===== src/rtl/spd_pkg.sv =====
package spd_pkg;

    localparam int PAYLOAD_DEPTH = 32;

    // Even and odd decoded bytes live in separate memories so that both bytes
    // of a word come out in the same cycle; each memory holds two frame banks.
    localparam int HALF_DEPTH = (PAYLOAD_DEPTH + 1) / 2;
    localparam int HALF_AW    = $clog2(HALF_DEPTH);
    localparam int RAM_AW     = HALF_AW + 1;
    localparam int RAM_DEPTH  = 1 << RAM_AW;

    localparam int END_BIT = 7;

    localparam logic [1:0] ST_OK        = 2'd0;
    localparam logic [1:0] ST_CHECKSUM  = 2'd1;
    localparam logic [1:0] ST_HEADER    = 2'd2;
    localparam logic [1:0] ST_LENGTH    = 2'd3;

    localparam logic KIND_INERTIAL   = 1'b0;
    localparam logic KIND_QUATERNION = 1'b1;

    localparam logic [7:0] INERTIAL_LEN   = 8'd20;
    localparam logic [7:0] QUATERNION_LEN = 8'd10;

    localparam logic [3:0] INERTIAL_WORDS   = 4'd9;
    localparam logic [3:0] QUATERNION_WORDS = 4'd4;
    localparam logic [3:0] GYRO_WORDS       = 4'd3;

    localparam logic [3:0] FRAC_GYRO      = 4'd4;
    localparam logic [3:0] FRAC_ACCEL_MAG = 4'd11;
    localparam logic [3:0] FRAC_QUAT      = 4'd15;

    localparam logic CFG_INERTIAL_CODE   = 1'b0;
    localparam logic CFG_QUATERNION_CODE = 1'b1;

    typedef struct packed {
        logic [1:0] status;
        logic       kind;
        logic       bank;
    } t_job;

    typedef struct packed {
        logic              en;
        logic [RAM_AW-1:0] addr_odd;
        logic [RAM_AW-1:0] addr_even;
    } t_rd_req;

endpackage


===== src/rtl/seven_bit_framed_sensor_packet_decoder.sv =====
// Decodes a stream of 7-bit-per-byte framed sensor packets into signed 16-bit
// words. One received byte is taken per cycle; a byte with bit 7 set ends the
// frame; once that byte is taken with the output side idle, the results come
// through the job slot, memory read and output register: nine words for an
// inertial packet, four for a quaternion packet, or one error result, at one
// result per cycle while the output is ready. Decoded bytes go into two small
// memories (even and odd byte positions) split into two frame banks, so a new
// frame fills one bank while the previous one is read out of the other. The
// input holds off only while one finished frame is being read out and another
// finished frame waits behind it, so the sustained rate is one byte per cycle
// as long as the output drains at least one result per cycle. Header codes are
// to be written only while the block is idle; the block does not enforce this.
module seven_bit_framed_sensor_packet_decoder (
    input  logic                i_clk,
    input  logic                i_rst_n,
    input  logic                i_cfg_we,
    input  logic [0:0]          i_cfg_addr,
    input  logic [7:0]          i_cfg_data,
    input  logic                i_in_valid,
    output logic                o_in_ready,
    input  logic [7:0]          i_rx_byte,
    output logic                o_out_valid,
    input  logic                i_out_ready,
    output logic [1:0]          o_status,
    output logic                o_packet_kind,
    output logic [3:0]          o_word_index,
    output logic signed [15:0]  o_word_value,
    output logic [3:0]          o_fraction_bits,
    output logic                o_last_flag
);

    logic [7:0] r_inert_code, r_quat_code;

    logic [6:0] r_acc, n_acc;
    logic [2:0] r_pcnt, n_pcnt;
    logic [7:0] r_count, n_count;
    logic [7:0] r_sum, n_sum;
    logic [7:0] r_prev, n_prev;
    logic [7:0] r_header, n_header;
    logic       r_bank;

    logic              w_accept, w_has_dec, w_end, w_pend_full;
    logic              w_wr_en;
    logic [13:0]       w_wide;
    logic [2:0]        w_sh;
    logic [7:0]        w_dec;
    logic [6:0]        w_mask;
    logic [spd_pkg::RAM_AW-1:0] w_wr_addr;
    spd_pkg::t_job     w_job;
    spd_pkg::t_rd_req  w_rd;
    logic [7:0]        w_rd_odd, w_rd_even;

    always_ff @(posedge i_clk) begin
        if (!i_rst_n) begin
            r_inert_code <= 8'd9;
            r_quat_code  <= 8'd10;
        end else if (i_cfg_we) begin
            unique case (i_cfg_addr)
                spd_pkg::CFG_INERTIAL_CODE:   r_inert_code <= i_cfg_data;
                spd_pkg::CFG_QUATERNION_CODE: r_quat_code  <= i_cfg_data;
                default: ;
            endcase
        end
    end

    assign o_in_ready = !w_pend_full;
    assign w_accept   = i_in_valid && o_in_ready;
    assign w_end      = w_accept && i_rx_byte[spd_pkg::END_BIT];

    // bit packer: a decoded byte falls out whenever pending bits plus seven reach eight
    always_comb begin
        w_wide    = {r_acc, i_rx_byte[6:0]};
        w_has_dec = (r_pcnt != 3'd0);
        w_sh      = r_pcnt - 3'd1;
        w_dec     = 8'(w_wide >> w_sh);
        w_mask    = (7'd1 << w_sh) - 7'd1;

        n_acc    = w_has_dec ? (w_wide[6:0] & w_mask) : i_rx_byte[6:0];
        n_pcnt   = w_has_dec ? w_sh : 3'd7;
        n_count  = r_count;
        n_sum    = r_sum;
        n_prev   = r_prev;
        n_header = r_header;
        if (w_has_dec) begin
            if (r_count != 8'hFF) begin
                n_count = r_count + 8'd1;
            end
            if (r_count != 8'd0) begin
                n_sum = r_sum + r_prev;
            end
            n_prev = w_dec;
            if (r_count == 8'd0) begin
                n_header = w_dec;
            end
        end

        w_wr_en   = w_accept && w_has_dec && (32'(r_count) < spd_pkg::PAYLOAD_DEPTH);
        w_wr_addr = {r_bank, r_count[spd_pkg::HALF_AW:1]};
    end

    // checksum first, then header, then length
    always_comb begin
        w_job.bank = r_bank;
        w_job.kind = spd_pkg::KIND_INERTIAL;
        if (n_count == 8'd0 || n_sum != n_prev) begin
            w_job.status = spd_pkg::ST_CHECKSUM;
        end else if (n_header == r_inert_code) begin
            w_job.status = (n_count == spd_pkg::INERTIAL_LEN) ? spd_pkg::ST_OK
                                                              : spd_pkg::ST_LENGTH;
        end else if (n_header == r_quat_code) begin
            if (n_count == spd_pkg::QUATERNION_LEN) begin
                w_job.status = spd_pkg::ST_OK;
                w_job.kind   = spd_pkg::KIND_QUATERNION;
            end else begin
                w_job.status = spd_pkg::ST_LENGTH;
            end
        end else begin
            w_job.status = spd_pkg::ST_HEADER;
        end
    end

    always_ff @(posedge i_clk) begin
        if (!i_rst_n) begin
            r_acc   <= 7'd0;
            r_pcnt  <= 3'd0;
            r_count <= 8'd0;
            r_sum   <= 8'd0;
            r_prev  <= 8'd0;
            r_bank  <= 1'b0;
        end else if (w_end) begin
            // drop leftover bits and start a fresh frame in the other bank
            r_acc   <= 7'd0;
            r_pcnt  <= 3'd0;
            r_count <= 8'd0;
            r_sum   <= 8'd0;
            r_prev  <= 8'd0;
            r_bank  <= !r_bank;
        end else if (w_accept) begin
            r_acc   <= n_acc;
            r_pcnt  <= n_pcnt;
            r_count <= n_count;
            r_sum   <= n_sum;
            r_prev  <= n_prev;
        end
    end

    always_ff @(posedge i_clk) begin
        if (w_accept) begin
            r_header <= n_header;
        end
    end

    spd_ram #(
        .WIDTH(8),
        .DEPTH(spd_pkg::RAM_DEPTH)
    ) u_ram_even (
        .i_clk  (i_clk),
        .i_we   (w_wr_en && !r_count[0]),
        .i_waddr(w_wr_addr),
        .i_wdata(w_dec),
        .i_re   (w_rd.en),
        .i_raddr(w_rd.addr_even),
        .o_rdata(w_rd_even)
    );

    spd_ram #(
        .WIDTH(8),
        .DEPTH(spd_pkg::RAM_DEPTH)
    ) u_ram_odd (
        .i_clk  (i_clk),
        .i_we   (w_wr_en && r_count[0]),
        .i_waddr(w_wr_addr),
        .i_wdata(w_dec),
        .i_re   (w_rd.en),
        .i_raddr(w_rd.addr_odd),
        .o_rdata(w_rd_odd)
    );

    spd_emit u_emit (
        .i_clk          (i_clk),
        .i_rst_n        (i_rst_n),
        .i_job_valid    (w_end),
        .i_job          (w_job),
        .o_pend_full    (w_pend_full),
        .o_rd           (w_rd),
        .i_rd_odd       (w_rd_odd),
        .i_rd_even      (w_rd_even),
        .o_out_valid    (o_out_valid),
        .i_out_ready    (i_out_ready),
        .o_status       (o_status),
        .o_packet_kind  (o_packet_kind),
        .o_word_index   (o_word_index),
        .o_word_value   (o_word_value),
        .o_fraction_bits(o_fraction_bits),
        .o_last_flag    (o_last_flag)
    );

    a_bank_split: assert property (@(posedge i_clk) disable iff (!i_rst_n)
        (w_wr_en && w_rd.en) |-> (r_bank != w_rd.addr_odd[spd_pkg::RAM_AW-1]))
        else $error("payload write hits the bank being read out");

    a_error_last: assert property (@(posedge i_clk) disable iff (!i_rst_n)
        (o_out_valid && o_status != spd_pkg::ST_OK) |-> o_last_flag)
        else $error("error result without last flag");

    a_empty_sum: assert property (@(posedge i_clk) disable iff (!i_rst_n)
        (r_count == 8'd0) |-> (r_sum == 8'd0 && r_prev == 8'd0))
        else $error("running sum nonzero with no decoded bytes");

endmodule


===== src/rtl/spd_ram.sv =====
module spd_ram #(
    parameter int WIDTH = 8,
    parameter int DEPTH = 32
) (
    input  logic                     i_clk,
    input  logic                     i_we,
    input  logic [$clog2(DEPTH)-1:0] i_waddr,
    input  logic [WIDTH-1:0]         i_wdata,
    input  logic                     i_re,
    input  logic [$clog2(DEPTH)-1:0] i_raddr,
    output logic [WIDTH-1:0]         o_rdata
);

    logic [WIDTH-1:0] r_mem [DEPTH];
    logic [WIDTH-1:0] r_rdata;

    always_ff @(posedge i_clk) begin
        if (i_we) begin
            r_mem[i_waddr] <= i_wdata;
        end
        if (i_re) begin
            r_rdata <= r_mem[i_raddr];
        end
    end

    assign o_rdata = r_rdata;

endmodule


===== src/rtl/spd_emit.sv =====
module spd_emit (
    input  logic                 i_clk,
    input  logic                 i_rst_n,
    input  logic                 i_job_valid,
    input  spd_pkg::t_job        i_job,
    output logic                 o_pend_full,
    output spd_pkg::t_rd_req     o_rd,
    input  logic [7:0]           i_rd_odd,
    input  logic [7:0]           i_rd_even,
    output logic                 o_out_valid,
    input  logic                 i_out_ready,
    output logic [1:0]           o_status,
    output logic                 o_packet_kind,
    output logic [3:0]           o_word_index,
    output logic signed [15:0]   o_word_value,
    output logic [3:0]           o_fraction_bits,
    output logic                 o_last_flag
);

    typedef struct packed {
        logic [1:0] status;
        logic       kind;
        logic [3:0] idx;
        logic [3:0] frac;
        logic       last;
    } t_meta;

    logic          r_busy, n_busy;
    spd_pkg::t_job r_act, n_act;
    logic          r_pend_v, n_pend_v;
    spd_pkg::t_job r_pend, n_pend;
    logic [3:0]    r_k, n_k;
    logic          r_s1_v, n_s1_v;
    t_meta         r_s1, n_s1;
    logic          r_out_v, n_out_v;
    t_meta         r_out, n_out;
    logic [15:0]   r_word, n_word;

    logic          w_adv_out, w_mv_s1, w_issue, w_last, w_ok, w_done, w_free;
    logic [3:0]    w_words, w_k_next;
    t_meta         w_meta;

    always_comb begin
        w_ok      = (r_act.status == spd_pkg::ST_OK);
        w_words   = (r_act.kind == spd_pkg::KIND_QUATERNION) ? spd_pkg::QUATERNION_WORDS
                                                             : spd_pkg::INERTIAL_WORDS;
        w_last    = !w_ok || (r_k == w_words - 4'd1);
        w_adv_out = !r_out_v || i_out_ready;
        w_mv_s1   = r_s1_v && w_adv_out;
        w_issue   = r_busy && (!r_s1_v || w_adv_out);
        w_done    = w_issue && w_last;
        w_free    = !r_busy || w_done;
        w_k_next  = r_k + 4'd1;

        w_meta.status = r_act.status;
        w_meta.kind   = w_ok ? r_act.kind : spd_pkg::KIND_INERTIAL;
        w_meta.idx    = w_ok ? r_k : 4'd0;
        w_meta.last   = w_last;
        if (!w_ok) begin
            w_meta.frac = 4'd0;
        end else if (r_act.kind == spd_pkg::KIND_QUATERNION) begin
            w_meta.frac = spd_pkg::FRAC_QUAT;
        end else if (r_k < spd_pkg::GYRO_WORDS) begin
            w_meta.frac = spd_pkg::FRAC_GYRO;
        end else begin
            w_meta.frac = spd_pkg::FRAC_ACCEL_MAG;
        end

        // word k is decoded bytes 1+2k (odd memory, row k) and 2+2k (even memory, row k+1)
        o_rd.en        = w_issue && w_ok;
        o_rd.addr_odd  = {r_act.bank, spd_pkg::HALF_AW'(r_k)};
        o_rd.addr_even = {r_act.bank, spd_pkg::HALF_AW'(w_k_next)};
    end

    // job slots: the active one being read out and one waiting behind it
    always_comb begin
        n_busy   = r_busy;
        n_act    = r_act;
        n_pend_v = r_pend_v;
        n_pend   = r_pend;
        n_k      = r_k;
        if (w_issue) begin
            n_k = w_last ? 4'd0 : w_k_next;
        end
        if (w_free) begin
            if (r_pend_v) begin
                n_busy   = 1'b1;
                n_act    = r_pend;
                n_pend_v = i_job_valid;
                n_pend   = i_job;
            end else if (i_job_valid) begin
                n_busy = 1'b1;
                n_act  = i_job;
            end else begin
                n_busy = 1'b0;
            end
        end else if (i_job_valid) begin
            n_pend_v = 1'b1;
            n_pend   = i_job;
        end
    end

    always_comb begin
        n_s1_v  = r_s1_v;
        n_s1    = r_s1;
        n_out_v = r_out_v;
        n_out   = r_out;
        n_word  = r_word;
        if (w_issue) begin
            n_s1_v = 1'b1;
            n_s1   = w_meta;
        end else if (w_mv_s1) begin
            n_s1_v = 1'b0;
        end
        if (w_mv_s1) begin
            n_out_v = 1'b1;
            n_out   = r_s1;
            n_word  = (r_s1.status == spd_pkg::ST_OK) ? {i_rd_odd, i_rd_even} : 16'd0;
        end else if (i_out_ready) begin
            n_out_v = 1'b0;
        end
    end

    always_ff @(posedge i_clk) begin
        if (!i_rst_n) begin
            r_busy   <= 1'b0;
            r_pend_v <= 1'b0;
            r_k      <= 4'd0;
            r_s1_v   <= 1'b0;
            r_out_v  <= 1'b0;
        end else begin
            r_busy   <= n_busy;
            r_pend_v <= n_pend_v;
            r_k      <= n_k;
            r_s1_v   <= n_s1_v;
            r_out_v  <= n_out_v;
        end
    end

    always_ff @(posedge i_clk) begin
        r_act  <= n_act;
        r_pend <= n_pend;
        r_s1   <= n_s1;
        r_out  <= n_out;
        r_word <= n_word;
    end

    assign o_pend_full     = r_pend_v;
    assign o_out_valid     = r_out_v;
    assign o_status        = r_out.status;
    assign o_packet_kind   = r_out.kind;
    assign o_word_index    = r_out.idx;
    assign o_word_value    = signed'(r_word);
    assign o_fraction_bits = r_out.frac;
    assign o_last_flag     = r_out.last;

endmodule


===== config.mk =====
export PLATFORM = sky130hd
export DESIGN_NAME = seven_bit_framed_sensor_packet_decoder
export DESIGN_NICKNAME = d
export VERILOG_FILES = /design/src/rtl/spd_pkg.sv /design/src/rtl/seven_bit_framed_sensor_packet_decoder.sv /design/src/rtl/spd_ram.sv /design/src/rtl/spd_emit.sv
export SDC_FILE = /design/constraint.sdc
export NUM_CORES = 1
export LEC_CHECK = 0
export CORE_AREA = 2 2 302 304
export CTS_CLUSTER_DIAMETER = 80
export DETAILED_ROUTE_END_ITERATION = 7
export DIE_AREA = 0 0 304 306
export DONT_BUFFER_PORTS = 1
export PLACE_DENSITY_LB_ADDON = 0.12
export SLEW_MARGIN = 5
export SYNTH_ARGS = -nofsm -noshare
export SYNTH_HDL_FRONTEND = slang
export SYNTH_SLANG_ARGS = --single-unit

===== constraint.sdc =====
create_clock -name i_clk -period 4.8 [get_ports i_clk]
set_clock_uncertainty 0.2 [all_clocks]
set_input_delay 0.48 -clock i_clk [delete_from_list [all_inputs] [get_ports i_clk]]
set_output_delay 0.48 -clock i_clk [all_outputs]
set_load 0.005 [all_outputs]

== Yosys cells after proc, flatten, opt, wreduce, memory -nomap -nowiden ==
Memory sizes are Yosys's and may differ from the RTL's. A register that Yosys moved wholly into a read port is not among the register bits.
Cells that the tools add are included.

* Memory bits (writable): 512
* Flip-flop bits (word level): 115
* Memories: 2
* Input port bits: 22

* Equal/unequal tests: 8
* $lt $le $gt $ge: 2
* Muxes and demuxes: 39
* Shift operators: 2
* $add $sub $neg: 6
* Reduce and logical (&&, ||, !) cells: 37
* Bitwise logic cells: 3

{| class="wikitable"
|+ Memory list
! memory !! depth !! width !! rd ports !! clocked after memory_dff !! wr ports !! line !! RTL
|-
| u_ram_even.r_mem || 32 || 8 || 1 || 1 || 1 || spd_ram.sv:14 || <nowiki>logic [WIDTH-1:0] r_mem [DEPTH];</nowiki>
|-
| u_ram_odd.r_mem || 32 || 8 || 1 || 1 || 1 || spd_ram.sv:14 ||
|}

{| class="wikitable"
|+ Operators with widths
! operator !! number
|-
| 8-bit 2-to-1 mux || 7
|-
| 4-bit 2-to-1 mux || 8
|-
| 1-bit 2-to-1 mux || 17
|-
| 8-bit == test || 2
|-
| 8-bit zero test || 2
|-
| 14-bit by 3-bit right shift with 8-bit output || 1
|-
| 1-bit logical AND || 10
|-
| 2-bit 2-to-1 mux || 5
|-
| 8-bit by 1-bit adder with 8-bit output (second input constant) || 1
|-
| 8-bit adder || 1
|-
| 8-bit by 4-bit == test with 1-bit output (second input constant) || 1
|-
| 8-bit by 5-bit == test with 1-bit output (second input constant) || 1
|-
| 8-bit by 6-bit less-than comparator with 1-bit output (second input constant) || 1
|-
| 8-bit inequality test || 1
|-
| 8-bit inequality test (second input constant) || 1
|-
| 2-bit AND reduction || 4
|-
| 2-bit nonzero test || 4
|-
| 8-bit nonzero test || 1
|-
| 7-bit bitwise AND || 1
|-
| 1-bit zero test || 7
|-
| 7-bit 2-to-1 mux || 1
|-
| 1-bit by 3-bit << shifter with 7-bit output (first input constant) || 1
|-
| 7-bit by 1-bit subtractor with 7-bit output (second input constant) || 1
|-
| 1-bit logical OR || 5
|-
| other kinds (11) || 13
|}

== Depth between registers and ports, before layout ==
Gate-level depths: netlist of the first run.

* Depth after elaboration: 10
* Gate-level depth with buffers: 14

== Cells and area by module ==
From an unflattened synthesis of the first run, not the netlist that was laid out.

* Cells, all modules: 1,455
* Area, all modules: 26,477.9 um2

{| class="wikitable"
|+ By module, submodules not included
! module !! cells each !! times used !! area an instance (um2)
|-
| spd_ram || 417 || 2 || 10,133.5
|-
| seven_bit_framed_sensor_packet_decoder || 491 || 1 || 4,216.5
|-
| spd_emit || 130 || 1 || 1,994.4
|}

== Worst setup path before layout of the first run ==
No wires, ideal clock.

* Kind: reg2reg
* Start: reg r_pcnt[0]
* End: reg u_emit.r_pend[2] (netlist bit) (data pin)
* Period minus slack after synthesis: 5.151 ns
* Cell stages (with the launch flop): 12
* Setup time: 0.259 ns
* Arrival time: 4.692 ns
* Path slack: -0.351 ns
* Buffers on the path: 1
* Path through: dfxtp_1 inv_2 ha_1 buf_4 xor2_4 mux2_2 mux2i_1 mux2i_1 xor2_1 nor4_2 nand2_1 or2_1

{| class="wikitable"
|+ RTL lines
! item !! line !! RTL
|-
| start: declaration || seven_bit_framed_sensor_packet_decoder.sv:35 || <nowiki>logic [2:0] r_pcnt, n_pcnt;</nowiki>
|-
| start signal: assignment || seven_bit_framed_sensor_packet_decoder.sv:140 || <nowiki>r_pcnt <= n_pcnt;</nowiki>
|-
| end signal: assignment || spd_emit.sv:142 || <nowiki>r_pend <= n_pend;</nowiki>
|-
| end: declaration || spd_emit.sv:31 || <nowiki>spd_pkg::t_job r_pend, n_pend;</nowiki>
|}

== Worst setup path after layout of the first run ==
* Start: reg r_pcnt[0]
* End: reg u_emit.r_act[2] (netlist bit) (data pin)

* Cells in the longest elaborated chain, start to end: 10

{| class="wikitable"
|+ RTL lines
! item !! line !! RTL
|-
| 3-bit by 1-bit subtractor with 3-bit output (*) || seven_bit_framed_sensor_packet_decoder.sv:74 || <nowiki>w_sh = r_pcnt - 3'd1;</nowiki>
|-
| 14-bit by 3-bit right shift with 8-bit output (*) || seven_bit_framed_sensor_packet_decoder.sv:75 || <nowiki>w_dec = 8'(w_wide >> w_sh);</nowiki>
|-
| named net u_ram_even.i_wdata[6] || spd_ram.sv:8 || <nowiki>input logic [WIDTH-1:0] i_wdata,</nowiki>
|-
| 8-bit 2-to-1 mux || seven_bit_framed_sensor_packet_decoder.sv:92 || <nowiki>if (r_count == 8'd0) begin</nowiki>
|-
| 8-bit 2-to-1 mux || seven_bit_framed_sensor_packet_decoder.sv:84 || <nowiki>if (w_has_dec) begin</nowiki>
|-
| 8-bit == test || seven_bit_framed_sensor_packet_decoder.sv:110 || <nowiki>end else if (n_header == r_quat_code) begin</nowiki>
|-
| 2-bit 2-to-1 mux || seven_bit_framed_sensor_packet_decoder.sv:110 ||
|-
| 2-bit 2-to-1 mux || seven_bit_framed_sensor_packet_decoder.sv:107 || <nowiki>end else if (n_header == r_inert_code) begin</nowiki>
|-
| 2-bit 2-to-1 mux (*) || seven_bit_framed_sensor_packet_decoder.sv:105 || <nowiki>if (n_count == 8'd0 || n_sum != n_prev) begin</nowiki>
|-
| 4-bit 2-to-1 mux (*) || spd_emit.sv:91 || <nowiki>end else if (i_job_valid) begin</nowiki>
|-
| 4-bit 2-to-1 mux (*) || spd_emit.sv:86 || <nowiki>if (r_pend_v) begin</nowiki>
|-
| end signal: assignment || spd_emit.sv:141 || <nowiki>r_act <= n_act;</nowiki>
|-
| end: declaration || spd_emit.sv:29 || <nowiki>spd_pkg::t_job r_act, n_act;</nowiki>
|}

The timed path passes the listed nets; every way through them passes the cells marked *. The select of a mux whose other input is x is not followed.
A chain may end at the register's enable or synchronous reset.

==> impl_metrics.py, run 1 <==
metrics = {
    "synthesis": {
        "netlist_area_mm2": 0.0267,
        "synth-simple-area-share_pct": 6.18,
        "synth_edf_count": 580,
        "synth-seq-area-share_pct": 69.7,
        "synthArstFlopShare_pct": 0,
        "synthDistinctLibCells": 77,
        "synth_warnings": 0,
        "synthCells": 1520,
        "synth_area_leader_cell": "edfxtp_1",
        "muxShareOfSynthArea_pct": 16.5,
        "ys_top_cells_by_count": "edfxtp_1, mux4_2, nor2_1, nand2_1, dfxtp_1",
        "ys_ff_latch": 639,
        "synth_nets": 1559,
        "synthTopCellsByArea": "edfxtp_1, mux4_2, dfxtp_1, nor2_1, nand2_1",
        "synth_compound_gate_area_share_pct": 3.44,
        "synth_top_area_share_pct": 65.3,
        "yosysMostFrequentCell": "edfxtp_1",
        "yosys.area_share.adder_pct": 0.826,
        "synth_top_family_by_area": "multiplexers",
        "synth_flop_cell": "edfxtp_1",
        "avgSynthCellArea_um2": 17.5,
        "synthXorXnorAreaFrac_pct": 1.75,
    },
    "global_routing": {
        "grt_pass1_wl_um": 100000,
        "grt_max_degree": 69,
        "grt_pass1_vias": 14534,
        "grt_util_all_layers_pct": 14.7,
        "grt_overflow_total": 0,
        "grt_antenna_before_repair": 2,
    },
    "critical_path": {
        "cp.arrival_ns": 4.26,
        "crit_type": "flip-flop to flip-flop",
        "required_ns": 5.08,
        "crit_slowest_cell": "mux4_2",
        "r2r_slack_ns": 0.82,
        "crit_path_max_incr_delay_ns": 0.78,
        "end_kind": "flip-flop",
        "cp-start-kind": "flip-flop",
        "path_cells": "inv_2, ha_1, mux2_2, mux4_2, mux2i_2, nor2_1, nor3_1, nand2_1, o41ai_4, o22a_1",
        "crit_fanout": 24,
    },
    "final_layout": {
        "seq_area_mm2": 0.0186,
        "fillers": 8475,
        "nets": 1631,
        "instances_no_fill": 2826,
        "drive_gt1_share_pct": 22.9,
        "multi_input_area_mm2": 0.00768,
        "syn_to_final_growth_pct": 15.5,
    },
    "drt": {
        "drtIter0Drc": 970,
        "top_layer": "met5",
        "routed_wl_um": 67900,
        "drc_errors": 0,
        "antenna_left": 0,
        "dr_wl_met2_um": 33300,
        "num_vias": 13743,
        "dr_wl_met3_um": 3330,
        "dr.pass1.iters": 7,
        "vias_per_cell": 4.86,
        "wl_per_cell_um": 24.0,
        "met1_length_um": 29900,
    },
    "power_and_ir_drop": {
        "power.density_mw_per_mm2": 417,
        "p_leak_nw": 9.66,
        "peakVddDrop_mv": 0.234,
    },
    "placement": {
        "portBuffers": 0,
        "dp_hpwl_um": 43100,
        "gp_congestion": 0.773,
        "dp.cells": 2669,
    },
    "clock_tree": {
        "post_cts_buffers": 0,
        "cts_tree": "done",
        "cts_max_level": 3,
        "clock_latency_ns": 0.61,
        "clockBufferDepth": 3,
        "path_clk_slew_ns": 0.06,
        "cts_sinks": 639,
        "cts_resized": 0,
        "cts_inserted_buffers": 75,
        "root_buffer": "clkbuf_16",
    },
    "min_path": {
        "hold_path.class": "input port to flip-flop",
    },
    "floorplan": {
        "die_y_um": 306,
        "die_x_um": 304,
        "coreArea_mm2": 0.0896,
        "start_util_pct": 29.8,
        "io_pins": 52,
        "core.rowCount": 110,
        "die_area_mm2": 0.0930,
    },
    "run_status": {
        "outcome": "completed",
    },
    "timing": {
        "layout_min_cycle_time_ns": 3.98,
        "whs_ns": 0.0603,
        "slew_headroom_pct": 25.1,
        "timing.fmax_mhz": 251,
        "worstMarginPinSlew_ns": 1.12,
        "tns_ns": 0,
        "rsz0062_at_grt": "false",
        "final_max_slew_viol_count": 0,
        "setup_viol": 0,
        "finalHoldViolCount": 0,
        "fin_crit_sh_pct": 82.9,
    },
    "flow_run": {
        "maxCapViolCount": 0,
    },
}
[stage by stage]
step	setup slack [ns]	area, um^2	power, W	util [%]
5_1_grt	0.563	30800	0.0133	34.4
3_3_place_gp	0.850	28300	0.00751	31.5
6_report	0.820	30800	0.0128	34.4
3_5_place_dp	0.806	28300	0.00753	31.5
2_1_floorplan	0.384	26700	0.00713	-
4_1_cts	0.788	30800	0.0130	34.4
[kinds of logic (layout without fill, tap and decap cells)]
| family | count (synthesis) | count (layout) |
|---|---|---|
| simple gates | 360 | 360 |
| other cells | 0 | 2 |
| mux | 224 | 224 |
| compound gates | 131 | 131 |
| fa+ha+maj | 17 | 17 |
| flops | 639 | 639 |
| xor+xnor | 49 | 49 |
| buf+inv | 100 | 228 |
[where the power goes]
| group | internal (W) | leakage, nW | switching, W |
|---|---|---|---|
| sequential | 0.00634 | 5.81 | 0.0000630 |
| combinational | 0.000302 | 2.71 | 0.000696 |
| clock | 0.00321 | 1.14 | 0.00223 |
[critical path: cells and delay by family (launching register included)]
kind                       cells  cell delay, ns
and+or+nand+nor                3            0.49
buffers and inverters          1            0.17
muxes                          3            1.52
adders and majority gates      1            0.57
DFF                            1            0.34
AOI/OAI and AO/OA              2            0.55
[worst paths after layout]
kind | from | end | cells past startpoint
worst min-delay path | i_rst_n | r_count[0] | 2
worst max-delay path | r_pcnt[0] | u_emit.r_act[2] | 10
worst max register to register | r_pcnt[0] | u_emit.r_act[2] | 10
worst min register to register | u_emit.r_s1[8] | u_emit.o_word_index[3] | 0
[what timing repair did]
action | CTS | global route
endpoints found under the setup margin | 0 | 0
hold buffers | 22 | 0
endpoints found under the hold margin | 32 | 0
[state kept, by name (all words and copies together) (netlist names), 10 cells and up]
name                 flops
u_emit.o_word_value     16
u_emit.r_s1             10
u_ram_even.r_mem       256
u_ram_odd.r_mem        256
[layer usage]
metal  vias to the layer above  track usage, %
met2                       278            24.6
met4                         2            3.71
met1                      7211            19.4
li1                       6159               -
met3                        93            3.26
met5                         -               0
[cell usage in the layout, fill, tap and decap left out, types with 6 or more instances in the layout]
master	count
ha_1	15
o21a_1	7
mux2_2	27
xnor2_1	18
nand2_1	110
nor3_1	22
a22oi_1	6
dlygate4sd3_1	22
inv_1	15
clkinv_2	11
mux4_2	164
xor2_1	27
a21boi_0	14
o21ai_0	15
and2_1	29
clkinv_1	17
buf_4	51
nand3_1	29
edfxtp_1	580
a21oi_1	32
nor2_1	124
mux2i_1	26
a31oi_1	6
nor2b_1	10
clkbuf_16	77
nand2b_1	6
a211oi_1	8
dfxtp_1	57
clkbuf_1	16
[final cells by class]
class / instances / share of cell area, %
Tap cell: 1176 / 4.78
Clock buffer: 93 / 6.45
Antenna cell: 2 / 0.0162
Inverter: 20 / 0.244
Multi-Input combinational cell: 781 / 24.9
Clock inverter: 40 / 1.10
Timing Repair Buffer: 75 / 2.09
Sequential cell: 639 / 60.4
Power figures use the tool's default switching activity.
==> inputs of run 2 (changes only) <==
--- a/config.mk
+++ b/config.mk
@@ -5,10 +5,11 @@
 export SDC_FILE = /design/constraint.sdc
 export NUM_CORES = 1
 export LEC_CHECK = 0
-export CORE_AREA = 2 2 302 304
+export ABC_AREA = 1
+export CORE_AREA = 2 2 305 307
 export CTS_CLUSTER_DIAMETER = 80
 export DETAILED_ROUTE_END_ITERATION = 7
-export DIE_AREA = 0 0 304 306
+export DIE_AREA = 0 0 307 309
 export DONT_BUFFER_PORTS = 1
 export PLACE_DENSITY_LB_ADDON = 0.12
 export SLEW_MARGIN = 5
==> constraint.sdc (replaced) <==
create_clock -name i_clk -period 3.55 [get_ports i_clk]
set_clock_uncertainty 0.2 [all_clocks]
set_input_delay 0.355 -clock i_clk [delete_from_list [all_inputs] [get_ports i_clk]]
set_output_delay 0.355 -clock i_clk [all_outputs]
set_load 0.005 [all_outputs]
==> impl_metrics.py, run 2 <==
metrics = {
    "critical_path": {
        "required_ns": 3.71,
        "crit_slowest_cell": "ha_1",
        "end_kind": "flip-flop",
        "cp-start-kind": "flip-flop",
        "crit_family": "simple AND/OR/NAND/NOR gates",
        "path_cells": "inv_4, ha_1, inv_2, nand3_1, nand3_1, nand2_2, nand2_1, nand2_1, inv_1, nand2_1, nand3_1, nor2_1, nand3_2, inv_1, nand2_1, nand2_1, nand2_1",
        "crit_fanout": 17,
        "path_buf_inv": 4,
        "cp_common_cell": "nand2_1",
        "crit_path_max_incr_delay_ns": 0.58,
        "crit_type": "flip-flop to flip-flop",
        "cp.arrival_ns": 3.23,
        "r2r_start": "r_pcnt[0]",
        "critPathLaunch": "r_pcnt[0]",
    },
    "drt": {
        "dr.pass1.iters": 5,
        "num_vias": 18057,
        "drtIter0Drc": 1223,
        "drc_errors": 0,
        "routed_wl_um": 77400,
        "wl_per_cell_um": 21.3,
        "antenna_left": 0,
        "vias_per_cell": 4.96,
    },
    "final_layout": {
        "fillers": 9019,
        "final_common_cell": "edfxtp_1",
        "drive_gt1_share_pct": 9.62,
        "instances_no_fill": 3638,
        "num_antenna_cells": 0,
        "nets": 2430,
        "layout_common_cells": "edfxtp_1, nor2_1, nand2_1, o21ai_0, inv_1",
        "syn_to_final_growth_pct": 15.4,
        "design_area_mm2": 0.0314,
        "final_util_pct": 34.4,
    },
    "power_and_ir_drop": {
        "power.density_mw_per_mm2": 583,
        "peakVddDrop_mv": 0.303,
        "p_leak_nw": 10.8,
    },
    "floorplan": {
        "die_y_um": 309,
        "start_util_pct": 29.8,
        "core.rowCount": 111,
        "die_area_mm2": 0.0949,
        "io_pins": 52,
        "die_x_um": 307,
        "coreArea_mm2": 0.0914,
    },
    "clock_tree": {
        "root_buffer": "clkbuf_16",
        "cts_sinks": 639,
        "cts_resized": 0,
        "path_clk_slew_ns": 0.06,
        "cts_inserted_buffers": 76,
        "cts_max_level": 3,
        "post_cts_buffers": 0,
        "clock_latency_ns": 0.62,
        "clockBufferDepth": 3,
        "cts_tree": "done",
    },
    "synthesis": {
        "synthDistinctLibCells": 42,
        "synthTopCellsByArea": "edfxtp_1, o21ai_0, nor2_1, dfxtp_1, nand2_1",
        "ys_top_cells_by_count": "edfxtp_1, nor2_1, nand2_1, o21ai_0, inv_1",
        "synth_top_area_share_pct": 64.0,
        "synth-seq-area-share_pct": 68.4,
        "synth_flop_cell": "edfxtp_1",
        "synth_warnings": 0,
        "ys_ff_latch": 639,
        "synthArstFlopShare_pct": 0,
        "synth_area_leader_cell": "edfxtp_1",
        "yosysMostFrequentCell": "edfxtp_1",
        "netlist_area_mm2": 0.0272,
        "synth_nets": 2404,
        "avgSynthCellArea_um2": 11.5,
        "synthCells": 2365,
        "synth_edf_count": 580,
    },
    "global_routing": {
        "grt_util_all_layers_pct": 16.3,
        "grt_pass1_wl_um": 116000,
        "grt_max_degree": 115,
        "grt_overflow_total": 0,
        "grt_antenna_before_repair": 2,
        "grt_pass1_vias": 18234,
    },
    "flow_run": {
        "maxCapViolCount": 0,
    },
    "timing": {
        "final_max_slew_viol_count": 0,
        "slew_headroom_pct": 29.0,
        "rsz0062_at_grt": "false",
        "fin_crit_sh_pct": 86.4,
        "timing.fmax_mhz": 326,
        "setup_viol": 0,
        "tns_ns": 0,
        "finalHoldViolCount": 0,
        "worstMarginPinSlew_ns": 1.06,
        "layout_min_cycle_time_ns": 3.07,
    },
    "placement": {
        "placed_area_mm2": 0.0286,
        "dp_hpwl_um": 48200,
        "gp_congestion": 0.801,
        "portBuffers": 0,
        "dp.cells": 3473,
    },
    "min_path": {
        "worstHoldStart": "i_cfg_we",
        "hold_path.class": "input port to flip-flop",
    },
    "run_status": {
        "outcome": "completed",
    },
}
==> run 2: worst paths after layout <==
kind | cells past startpoint | slack, ns | end
worst max register to register | 17 | 0.48 | u_emit.r_act[2]
worst min-delay path | 2 | 0.04 | r_quat_code[0]
worst min register to register | 0 | 0.23 | u_emit.o_word_index[1]
worst max-delay path | 17 | 0.48 | u_emit.r_act[2]
==> run 2: kinds of logic (layout without fill, tap and decap cells) <==
kind of cell | after synthesis | after routing | share of synthesized area [%]
adder cells (fa/ha/maj) | 17 | 17 | 0.809
buffers and inverters | 281 | 368 | 4.29
multiplexers | 64 | 64 | 2.35
flip-flops | 639 | 639 | 68.4
XOR/XNOR | 5 | 5 | 0.216
AND/OR/NAND/NOR | 858 | 858 | 13.3
AO/OA/AOI/OAI | 501 | 501 | 10.7
==> run 2: per-stage QoR <==
step           power (W)  setup WS, ns  hold slack (ns)
2_1_floorplan    0.00992        0.0451            0.200
3_3_place_gp      0.0106         0.455            0.216
3_5_place_dp      0.0106         0.460            0.213
4_1_cts           0.0185         0.464           0.0168
5_1_grt           0.0190         0.132           0.0658
6_report          0.0183         0.484           0.0432
==> run 2: metal layers <==
layer  vias to the layer above  track usage [%]  routed length, um
met5                         -                0                  0
met4                         0             4.40               1810
met3                       115             2.56               3260
met2                       399             27.6              37100
met1                      8983             21.7              35300
li1                       8560                -                  -
==> run 2: worst reg2reg max path, stage by stage, from the launching register on <==
cell,delay (ns)
dfxtp_1,0.37
inv_4,0.10
ha_1,0.58
inv_2,0.20
nand3_1,0.18
nand3_1,0.13
nand2_2,0.18
nand2_1,0.08
nand2_1,0.08
inv_1,0.04
nand2_1,0.05
nand3_1,0.07
nor2_1,0.15
nand3_2,0.15
inv_1,0.08
nand2_1,0.06
nand2_1,0.06
nand2_1,0.07
==> run 2: timing repair <==
action | in CTS | in global routing
hold buffers | 26 | 0
endpoints found under the hold margin | 32 | 0
endpoints found under the setup margin | 0 | 0
==> run 2: final cells by class <==
cell class                      instances  area (um^2)  share of cell area (%)
Clock inverter                         31          363                    1.16
Timing Repair Buffer                   85          766                    2.44
Tap cell                             1186         1480                    4.72
Sequential cell                       639        18600                    59.2
Multi-Input combinational cell       1445         7480                    23.8
Inverter                              144          556                    1.77
Clock buffer                          108         2150                    6.86
==> run 2: power by group <==
part / switching (W) / internal [W] / total (W)
logic: 0.00129 / 0.000354 / 0.00164
registers: 0.0000678 / 0.00873 / 0.00879
clock network: 0.00312 / 0.00475 / 0.00787
total: 0.00448 / 0.0138 / 0.0183
